File: src/design/linear_interp_stereo_resampler_macros.svh
// Assertion helpers shared by the resampler top level.
`ifndef LINEAR_INTERP_STEREO_RESAMPLER_MACROS_SVH
`define LINEAR_INTERP_STEREO_RESAMPLER_MACROS_SVH

// Same-cycle implication, checked on every rising edge outside reset.
`define LISR_ASSERT_NOW(label, ante, cons, msg) \
  label: assert property (@(posedge clk) disable iff (rst) (ante) |-> (cons)) \
    else $error(msg);

// Next-cycle implication, checked on every rising edge outside reset.
`define LISR_ASSERT_NEXT(label, ante, cons, msg) \
  label: assert property (@(posedge clk) disable iff (rst) (ante) |=> (cons)) \
    else $error(msg);

`endif

File: src/design/lisr_pkg.sv
package lisr_pkg;

  localparam int SAMPLE_BITS     = 24;
  localparam int PHASE_FRAC_BITS = 16;
  localparam int MAX_RUN         = 16;
  localparam int RATIO_BITS      = 19;
  localparam int CNT_BITS        = $clog2(MAX_RUN);
  localparam int TDATA_BITS      = ((2 * SAMPLE_BITS + 7) / 8) * 8;
  // Difference of two samples, one bit wider than a sample.
  localparam int DIFF_BITS       = SAMPLE_BITS + 1;
  // Difference times a phase below 1.0 (PHASE_FRAC_BITS + 1 bits signed).
  localparam int PROD_BITS       = DIFF_BITS + PHASE_FRAC_BITS + 1;
  localparam int STEP_BITS       = PROD_BITS - PHASE_FRAC_BITS;
  localparam int SUM_BITS        = STEP_BITS + 1;

  localparam logic [RATIO_BITS-1:0] PHASE_ONE   = RATIO_BITS'(1) << PHASE_FRAC_BITS;
  localparam logic [RATIO_BITS-1:0] RATIO_RESET = PHASE_ONE;

  typedef logic signed [SAMPLE_BITS-1:0] sample_t;

  // Commands from the controller to the datapath.
  typedef struct packed {
    logic in_load;    // capture the accepted frame for the run or passthrough
    logic prime;      // first frame: hold it and mark primed
    logic skip;       // phase at or above 1.0: drop 1.0 and hold the frame
    logic run_start;  // form differences and clear the run counter
    logic mul_en;     // register the two products
    logic out_load;   // load an interpolated result into the output register
    logic pass_load;  // load the captured frame unchanged into the output register
  } lisr_cmd_t;

  // Status from the datapath to the controller.
  typedef struct packed {
    logic pass_mode;     // ratio equals 1.0
    logic primed;        // a frame is held
    logic phase_ge_one;  // no interpolation is due for the next frame
    logic run_end;       // the result being formed is the last of its frame
    logic out_free;      // output register is empty or drains this cycle
  } lisr_stat_t;

  function automatic sample_t sat_sample(input logic signed [SUM_BITS-1:0] v);
    logic signed [SUM_BITS-1:0] hi;
    logic signed [SUM_BITS-1:0] lo;
    hi = SUM_BITS'({1'b0, {(SAMPLE_BITS-1){1'b1}}});
    lo = -hi - SUM_BITS'(1);
    if (v > hi) begin
      return sample_t'(hi);
    end else if (v < lo) begin
      return sample_t'(lo);
    end
    return sample_t'(v);
  endfunction

endpackage

File: src/design/lisr_ctrl.sv
module lisr_ctrl (
  input  logic               clk,
  input  logic               rst,
  input  logic               s_tvalid,
  output logic               s_tready,
  input  lisr_pkg::lisr_stat_t stat,
  output lisr_pkg::lisr_cmd_t  cmd
);

  localparam logic [2:0] ST_IDLE = 3'd0;
  localparam logic [2:0] ST_DIFF = 3'd1;
  localparam logic [2:0] ST_MUL  = 3'd2;
  localparam logic [2:0] ST_SUM  = 3'd3;
  localparam logic [2:0] ST_PASS = 3'd4;

  logic [2:0] state;
  logic [2:0] state_next;

  assign s_tready = (state == ST_IDLE);

  always_comb begin
    state_next = state;
    cmd        = '0;
    case (state)
      ST_IDLE: begin
        if (s_tvalid) begin
          if (stat.pass_mode) begin
            cmd.in_load = 1'b1;
            state_next  = ST_PASS;
          end else if (!stat.primed) begin
            cmd.prime = 1'b1;
          end else if (stat.phase_ge_one) begin
            cmd.skip = 1'b1;
          end else begin
            cmd.in_load = 1'b1;
            state_next  = ST_DIFF;
          end
        end
      end
      ST_DIFF: begin
        cmd.run_start = 1'b1;
        state_next    = ST_MUL;
      end
      ST_MUL: begin
        cmd.mul_en = 1'b1;
        state_next = ST_SUM;
      end
      ST_SUM: begin
        if (stat.out_free) begin
          cmd.out_load = 1'b1;
          state_next   = stat.run_end ? ST_IDLE : ST_MUL;
        end
      end
      ST_PASS: begin
        if (stat.out_free) begin
          cmd.pass_load = 1'b1;
          state_next    = ST_IDLE;
        end
      end
      default: begin
        state_next = ST_IDLE;
      end
    endcase
  end

  always_ff @(posedge clk) begin
    if (rst) begin
      state <= ST_IDLE;
    end else begin
      state <= state_next;
    end
  end

endmodule

File: src/design/lisr_datapath.sv
module lisr_datapath (
  input  logic                                clk,
  input  logic                                rst,
  input  logic [lisr_pkg::TDATA_BITS-1:0]     s_tdata,
  output logic                                m_tvalid,
  input  logic                                m_tready,
  output logic [lisr_pkg::TDATA_BITS-1:0]     m_tdata,
  output logic                                m_tlast,
  input  logic                                cfg_valid,
  input  logic [lisr_pkg::RATIO_BITS-1:0]     cfg_data,
  input  lisr_pkg::lisr_cmd_t                 cmd,
  output lisr_pkg::lisr_stat_t                stat
);

  localparam int SB = lisr_pkg::SAMPLE_BITS;
  localparam int RB = lisr_pkg::RATIO_BITS;
  localparam int PF = lisr_pkg::PHASE_FRAC_BITS;
  localparam int PB = lisr_pkg::PROD_BITS;
  localparam int CB = lisr_pkg::CNT_BITS;

  logic [RB-1:0]                    ratio;
  logic [RB-1:0]                    phase;
  logic                             primed;
  lisr_pkg::sample_t                held_l;
  lisr_pkg::sample_t                held_r;
  lisr_pkg::sample_t                new_l;
  lisr_pkg::sample_t                new_r;
  logic signed [lisr_pkg::DIFF_BITS-1:0] diff_l;
  logic signed [lisr_pkg::DIFF_BITS-1:0] diff_r;
  logic signed [PB-1:0]             prod_l;
  logic signed [PB-1:0]             prod_r;
  logic [CB-1:0]                    cnt;
  lisr_pkg::sample_t                out_l;
  lisr_pkg::sample_t                out_r;

  lisr_pkg::sample_t                s_l;
  lisr_pkg::sample_t                s_r;
  logic [RB:0]                      phase_sum;
  logic [RB-1:0]                    phase_end;
  logic signed [PB-1:0]             mul_a_l;
  logic signed [PB-1:0]             mul_a_r;
  logic signed [PB-1:0]             mul_b;
  logic signed [lisr_pkg::SUM_BITS-1:0] sum_l;
  logic signed [lisr_pkg::SUM_BITS-1:0] sum_r;

  assign s_l = lisr_pkg::sample_t'(s_tdata[SB-1:0]);
  assign s_r = lisr_pkg::sample_t'(s_tdata[2*SB-1:SB]);

  assign phase_sum = {1'b0, phase} + {1'b0, ratio};
  assign phase_end = (phase_sum >= {1'b0, lisr_pkg::PHASE_ONE})
                   ? RB'(phase_sum - {1'b0, lisr_pkg::PHASE_ONE}) : '0;

  // Phase is below 1.0 during a run, so its fraction bits are the whole factor.
  assign mul_a_l = PB'(diff_l);
  assign mul_a_r = PB'(diff_r);
  assign mul_b   = PB'($signed({1'b0, phase[PF-1:0]}));

  // Arithmetic shift of the product floors toward minus infinity.
  assign sum_l = lisr_pkg::SUM_BITS'(held_l)
               + lisr_pkg::SUM_BITS'($signed(prod_l[PB-1:PF]));
  assign sum_r = lisr_pkg::SUM_BITS'(held_r)
               + lisr_pkg::SUM_BITS'($signed(prod_r[PB-1:PF]));

  always_comb begin
    stat.pass_mode    = (ratio == lisr_pkg::PHASE_ONE);
    stat.primed       = primed;
    stat.phase_ge_one = (phase >= lisr_pkg::PHASE_ONE);
    stat.run_end      = (phase_sum >= {1'b0, lisr_pkg::PHASE_ONE})
                     || (cnt == CB'(lisr_pkg::MAX_RUN - 1));
    stat.out_free     = !m_tvalid || m_tready;
  end

  assign m_tdata = lisr_pkg::TDATA_BITS'({out_r, out_l});

  // Control and state registers.
  always_ff @(posedge clk) begin
    if (rst) begin
      ratio    <= lisr_pkg::RATIO_RESET;
      phase    <= '0;
      primed   <= 1'b0;
      held_l   <= '0;
      held_r   <= '0;
      cnt      <= '0;
      m_tvalid <= 1'b0;
    end else begin
      if (cfg_valid) begin
        ratio <= cfg_data;
      end
      if (cmd.prime) begin
        primed <= 1'b1;
        held_l <= s_l;
        held_r <= s_r;
      end
      if (cmd.skip) begin
        phase  <= phase - lisr_pkg::PHASE_ONE;
        held_l <= s_l;
        held_r <= s_r;
      end
      if (cmd.run_start) begin
        cnt <= '0;
      end
      if (cmd.out_load) begin
        cnt <= cnt + CB'(1);
        if (stat.run_end) begin
          phase  <= phase_end;
          held_l <= new_l;
          held_r <= new_r;
        end else begin
          phase <= phase_sum[RB-1:0];
        end
      end
      if (cmd.out_load || cmd.pass_load) begin
        m_tvalid <= 1'b1;
      end else if (m_tready) begin
        m_tvalid <= 1'b0;
      end
    end
  end

  // Payload registers.
  always_ff @(posedge clk) begin
    if (cmd.in_load) begin
      new_l <= s_l;
      new_r <= s_r;
    end
    if (cmd.run_start) begin
      diff_l <= lisr_pkg::DIFF_BITS'(new_l) - lisr_pkg::DIFF_BITS'(held_l);
      diff_r <= lisr_pkg::DIFF_BITS'(new_r) - lisr_pkg::DIFF_BITS'(held_r);
    end
    if (cmd.mul_en) begin
      prod_l <= mul_a_l * mul_b;
      prod_r <= mul_a_r * mul_b;
    end
    if (cmd.out_load) begin
      out_l   <= lisr_pkg::sat_sample(sum_l);
      out_r   <= lisr_pkg::sat_sample(sum_r);
      m_tlast <= stat.run_end;
    end else if (cmd.pass_load) begin
      out_l   <= new_l;
      out_r   <= new_r;
      m_tlast <= 1'b1;
    end
  end

endmodule

File: src/design/linear_interp_stereo_resampler.sv
// Channel   Direction  Handshake            Payload
// s_*       in         s_tvalid/s_tready    s_tdata: in_left, in_right
// m_*       out        m_tvalid/m_tready    m_tdata: out_left, out_right; m_tlast: run_last
// cfg_*     in         cfg_valid/cfg_ready  cfg_data: rate_ratio
//
// An interpolating frame gives n results (n at most 16): it is accepted, its differences are
// formed, then each result takes a multiply step and an add-and-saturate step through the
// single pair of multipliers. A passthrough frame is accepted, then loaded unchanged into
// the output register; a priming frame and a frame that only drops the phase end on acceptance.
// Reset (rst, synchronous, active high) restores a ratio of 1.0, clears phase, held frame
// and primed flag, and empties the output register.
// A stalled output holds the run in place; the next frame is taken once the run is over.

module linear_interp_stereo_resampler (
  input  logic                            clk,
  input  logic                            rst,
  // Source frames.
  input  logic                            s_tvalid,
  output logic                            s_tready,
  input  logic [lisr_pkg::TDATA_BITS-1:0] s_tdata,   // [23:0] in_left, [47:24] in_right
  // Output frames.
  output logic                            m_tvalid,
  input  logic                            m_tready,
  output logic [lisr_pkg::TDATA_BITS-1:0] m_tdata,   // [23:0] out_left, [47:24] out_right
  output logic                            m_tlast,   // run_last
  // Ratio register write.
  input  logic                            cfg_valid,
  output logic                            cfg_ready,
  input  logic [lisr_pkg::RATIO_BITS-1:0] cfg_data
);

  lisr_pkg::lisr_cmd_t  cmd;
  lisr_pkg::lisr_stat_t stat;

  // The ratio register accepts a write in any cycle.
  assign cfg_ready = 1'b1;

  // The controller sequences each frame: prime, phase drop, passthrough, or a run of
  // alternating multiply and add steps, one result per multiply and add step.
  lisr_ctrl u_ctrl (
    .clk      (clk),
    .rst      (rst),
    .s_tvalid (s_tvalid),
    .s_tready (s_tready),
    .stat     (stat),
    .cmd      (cmd)
  );

  // The datapath holds the ratio, phase, held frame, the product pipeline and the
  // output register.
  lisr_datapath u_dp (
    .clk       (clk),
    .rst       (rst),
    .s_tdata   (s_tdata),
    .m_tvalid  (m_tvalid),
    .m_tready  (m_tready),
    .m_tdata   (m_tdata),
    .m_tlast   (m_tlast),
    .cfg_valid (cfg_valid),
    .cfg_data  (cfg_data),
    .cmd       (cmd),
    .stat      (stat)
  );

`include "linear_interp_stereo_resampler_macros.svh"

  // While a frame may be accepted, no result is being formed.
  `LISR_ASSERT_NOW(a_idle_no_load, s_tready, !(cmd.out_load || cmd.pass_load), "load while idle")
  // A waiting result is never overwritten.
  `LISR_ASSERT_NOW(a_no_overwrite, m_tvalid && !m_tready, !(cmd.out_load || cmd.pass_load),
                   "output overwritten")
  // The last result of a run returns the block to accepting frames.
  `LISR_ASSERT_NEXT(a_run_end_idle, cmd.out_load && stat.run_end, s_tready && m_tlast,
                    "run did not close")
  // A passthrough result is a run of one.
  `LISR_ASSERT_NEXT(a_pass_last, cmd.pass_load, m_tvalid && m_tlast, "passthrough not last")

endmodule
File: config.mk
export PLATFORM = sky130hd
export DESIGN_NAME = linear_interp_stereo_resampler
export DESIGN_NICKNAME = d
export VERILOG_FILES = /design/src/design/lisr_pkg.sv /design/src/design/lisr_ctrl.sv /design/src/design/lisr_datapath.sv /design/src/design/linear_interp_stereo_resampler.sv
export VERILOG_INCLUDE_DIRS = /design/src /design/src/design
export SDC_FILE = /design/constraint.sdc
export NUM_CORES = 2
export LEC_CHECK = 0
export ABC_AREA = 1
export ABC_CLOCK_PERIOD_IN_PS = 7870
export BUFFER_PORTS_ARGS = -buffer_cell sky130_fd_sc_hd__buf_2
export CORE_MARGIN = 8
export CORE_UTILIZATION = 45
export CTS_CLUSTER_SIZE = 28
export DETAILED_ROUTE_END_ITERATION = 8
export PLACE_DENSITY = 0.69
export SETUP_SLACK_MARGIN = 0.5
export SLEW_MARGIN = 40
export SYNTH_ARGS = -nofsm -noshare
export SYNTH_HDL_FRONTEND = slang
export SYNTH_SLANG_ARGS = --single-unit
File: constraint.sdc
create_clock -name clk -period 7.87 [get_ports clk]
set_clock_uncertainty 0.2 [all_clocks]
set_input_delay 0.787 -clock clk [delete_from_list [all_inputs] [get_ports clk]]
set_output_delay 0.787 -clock clk [all_outputs]
set_load 0.01 [all_outputs]
==> results.tsv <==
stage	metric	value	unit
status	result of the run	completed	
floorplan	Starting Density	45.5	%
final_layout	share of layout cells above drive strength 1	5.65	%
clock_tree	clock latency of the later-clocked register in the worst-skew pair	0.58	ns
logic_synthesis	number of synthesized register bits	294	
detailed_routing	average wire length per cell after detail routing	17.5	um
setup_path	Worst Path Required	7.97	ns
sta	Tcrit/Tclk final	89.0	%
setup_path	start of the worst register-to-register path	u_dp.phase[9]	
grt	number of antenna violations at the first check in global routing	1	
grt	first-pass GRT wire length	209000	um
setup_path	Reg2Reg Depth	21	
detailed_routing	residual DRC count	0	
setup_path	startpoint type of the worst setup path	flip-flop	
final_layout	count of inserted antenna diode cells	0	
hold_path	Worst Hold Path Cells	1	
sta	setup_tns	0	ns
clock_tree	CTS tree	yes	
setup_path	cell chain of the critical path	buf_4 > nand2_1 > fa_1 > inv_1 > fa_1 > inv_1 > fa_1 > inv_1 > fa_1 > fa_1 > inv_1 > fa_1 > inv_1 > ha_1 > nand2_1 > nor3_1 > nand2_1 > nor4_1 > nand3b_1 > o2111ai_1 > xor2_1	
setup_path	worst reg2reg path endpoint	u_dp.prod_l[40]	
hold_path	endpoint of the worst hold path	u_dp.new_r[22]	
setup_path	peak per-stage delay on the critical path	0.71	ns
logic_synthesis	Avg Inst Size Synth	7.91	sq um
clock_tree	Clock Pin Slew Worst Setup and Hold Paths	0.08	ns
sta	max-slew headroom at the worst pin	41.8	%
sta	highest clock frequency the design can meet	143	MHz
hold_path	Hold Startpoint	s_tdata[46]	
logic_synthesis	post-synth net total	7139	
power	cell leakage power	27.7	nW
place	GPL Wtd Cong	0.943	
sta	Hold Slack	0.204	ns
power	largest voltage drop on the vdd net	0.308	mV
floorplan	CORE AREA	104000	sq um
final_layout	area taken by flip-flops and latches	7910	sq um
grt	largest net degree at the start of global routing	98	
hold_path	path type of the worst min-delay path	in2reg	
final_layout	number of fillers in the final layout	10000	
power	total power per unit cell area	181	nW/um^2
logic_synthesis	post-synthesis instance area	47100	sq um
clock_tree	maximum count of clock buffers along a single path	3	
place	number of port buffers	122	
detailed_routing	number of nets still failing antenna checks after routing	0	
floorplan	number of cell rows	118	
final_layout	final standard cell area without fillers	50400	sq um
floorplan	num ports	124	
floorplan	Die Footprint	115000	sq um
logic_synthesis	part of the Yosys area used for sequential elements	16.7	%
place	Area after DPL	49100	sq um
setup_path	data arrival time of the worst path	7.10	ns
detailed_routing	number of detailed-route iterations in the first pass	5	
detailed_routing	Vias per Instance	5.09	
setup_path	cell type of the slowest stage on the worst timing path	dfxtp_2	
grt	vias in the first global route	39200	
final_layout	highest-count cells in the layout ignoring fill and taps	inv_1, nand2_1, fa_1, nor2_1, ha_1	
setup_path	element type at the critical path end	flip-flop	
clock_tree	Num Clock Sinks	294	
clock_tree	clock root buffer master	clkbuf_16	
final_layout	number of nets at the end of the flow	7135	
setup_path	cell with the most instances on the worst path	fa_1	
sta	setup repair after global routing missed its margin	no	
sta	post-route minimum period	7.00	ns
detailed_routing	detailed router's first-iteration violation count	2699	
clock_tree	number of buffers created by CTS	34	
logic_synthesis	cell count after synthesis	5958	
final_layout	Syn-to-layout area delta	6.85	%
detailed_routing	routed wire length	129000	um
logic_synthesis	library cells used by synthesis	57	
sta	transition time of the tightest slew-check pin	0.873	ns
grt	global routing usage summed across all routing layers	22.3	%
final_layout	Multi-input gate area	32500	sq um
detailed_routing	vias after detailed routing	37500	
logic_synthesis	Synthesis Warnings	0	
floorplan	height of the chip	340	um
grt	aggregate global routing overflow	0	
setup_path	Crit Path Class	reg2reg	
sta	Final Hold Violating Endpoints	0	
sta	final count of negative-setup-slack endpoints	0	
sta	max-slew violation count	0	
clock_tree	total of hold buffers inserted after clock tree synthesis	0	
place	HPWL after detailed placement	106000	um
floorplan	die width	340	um
setup_path	largest fanout on the critical path	22	
final_layout	most common library cell in the layout ignoring fill and taps	inv_1	
clock_tree	H-Tree Level Count	2	
run	max-cap violation count	0	
setup_path	setup slack on the worst flop-to-flop path	0.87	ns
-- how the worst max path moves through the flow --
stage / depth (start not counted) / from / end / slack [ns]
floorplan: 22 / u_dp.phase[2] / u_dp.prod_l[32] / 1.81
global placement: 18 / u_dp.phase[2] / u_dp.prod_l[40] / 0.89
detailed placement: 18 / u_dp.phase[2] / u_dp.prod_l[40] / 0.84
CTS: 18 / u_dp.phase[2] / u_dp.prod_l[40] / 0.84
global route: 18 / u_dp.phase[2] / u_dp.prod_l[40] / 0.51
finish: 21 / u_dp.phase[9] / u_dp.prod_l[40] / 0.87
-- synth_stat cells (all sizes together) --
library cell	instances	area share [%]
a211oi	4	0.064
a21boi	6	0.096
a21o	15	0.24
a21oi	294	3.2
a221o	1	0.021
a221oi	1	0.019
a31o	1	0.019
a31oi	25	0.33
a41oi	1	0.019
and2	1	0.013
and3	3	0.040
buf	30	0.46
clkbuf	214	1.7
clkinv	2	0.016
conb	1	0.0080
dfxtp	95	4.0
edfxtp	199	13
fa	783	33
ha	326	8.7
inv	1542	12
mux2i	1	0.021
nand2	1457	12
nand3	102	1.1
nand3b	4	0.064
nand4	28	0.37
nor2	377	3.2
nor3	29	0.32
nor3b	1	0.016
nor4	14	0.19
o2111ai	3	0.056
o211ai	12	0.19
o21a	18	0.29
o21ai	185	2.0
o21bai	15	0.24
o221a	2	0.048
o221ai	4	0.074
o31ai	1	0.016
or2	2	0.027
xnor2	66	1.2
xor2	93	1.7
-- timing repair --
action	CTS	global route
endpoints found under the setup margin	0	1
setup buffers	0	5
resized for setup	0	5
-- kinds of logic after synthesis --
group	after synthesis	share of synthesized area [%]
and+or+nand+nor	2018	17.0
buffers and inverters	1788	14.5
adders and majority gates	1109	41.9
AOI/OAI and AO/OA	588	6.87
DFF	294	16.7
xor gates and xnor gates	159	2.96
other	1	0.00796
muxes	1	0.0212
-- through the flow --
| step | utilization (%) | total power, mW | setup slack (ns) | instances |
|---|---|---|---|---|
| 6_report | 48.6 | 9.10 | 0.869 | 7359 |
| 4_1_cts | 48.5 | 9.08 | 0.844 | 7349 |
| 5_1_grt | 48.6 | 9.77 | 0.514 | 7359 |
| 2_1_floorplan | - | 5.88 | 1.81 | 5958 |
| 3_5_place_dp | 47.4 | 7.37 | 0.836 | 7288 |
| 3_3_place_gp | 47.3 | 7.30 | 0.888 | 7287 |
-- layer usage --
metal / track usage (%) / wire length, um
met4: 7.91 / 5160
met5: 0 / 0
met1: 28.2 / 52900
met3: 2.81 / 7400
met2: 39.1 / 63300
-- worst max-delay path: cells and delay by family, from the launching register on --
family / cells / cell delay, ns
DFF: 1 / 0.71
adders and majority gates: 7 / 3.42
AOI/OAI and AO/OA: 1 / 0.23
buffers and inverters: 6 / 0.71
xor gates and xnor gates: 1 / 0.12
and+or+nand+nor: 6 / 1.30
-- flip-flops by register name, summed over array words and instances (netlist names) --
name           cells
u_ctrl.state       3
u_dp.cnt           4
u_dp.diff_l       25
u_dp.diff_r       25
u_dp.held_l       24
u_dp.held_r       24
u_dp.m_tlast       1
u_dp.m_tvalid      1
u_dp.new_l        24
u_dp.new_r        24
u_dp.out_l        24
u_dp.out_r        24
u_dp.phase        19
u_dp.primed        1
u_dp.prod_l       26
u_dp.prod_r       26
u_dp.ratio        19
-- power by group --
group	switching [mW]	leakage (nW)	internal, mW
Combinational	3.00	24.5	1.55
Sequential	0.693	2.62	2.19
Clock	0.729	0.556	0.948
-- cell type report --
class	count	share of cell area [%]
well taps	1380	3.43
multi-input cells	3876	64.5
clock buffers	44	1.93
repair buffers	204	2.56
inverters	1544	11.5
clock inverters	17	0.321
flip-flops and latches	294	15.7
No activity file was read; power rests on OpenSTA's default activity.
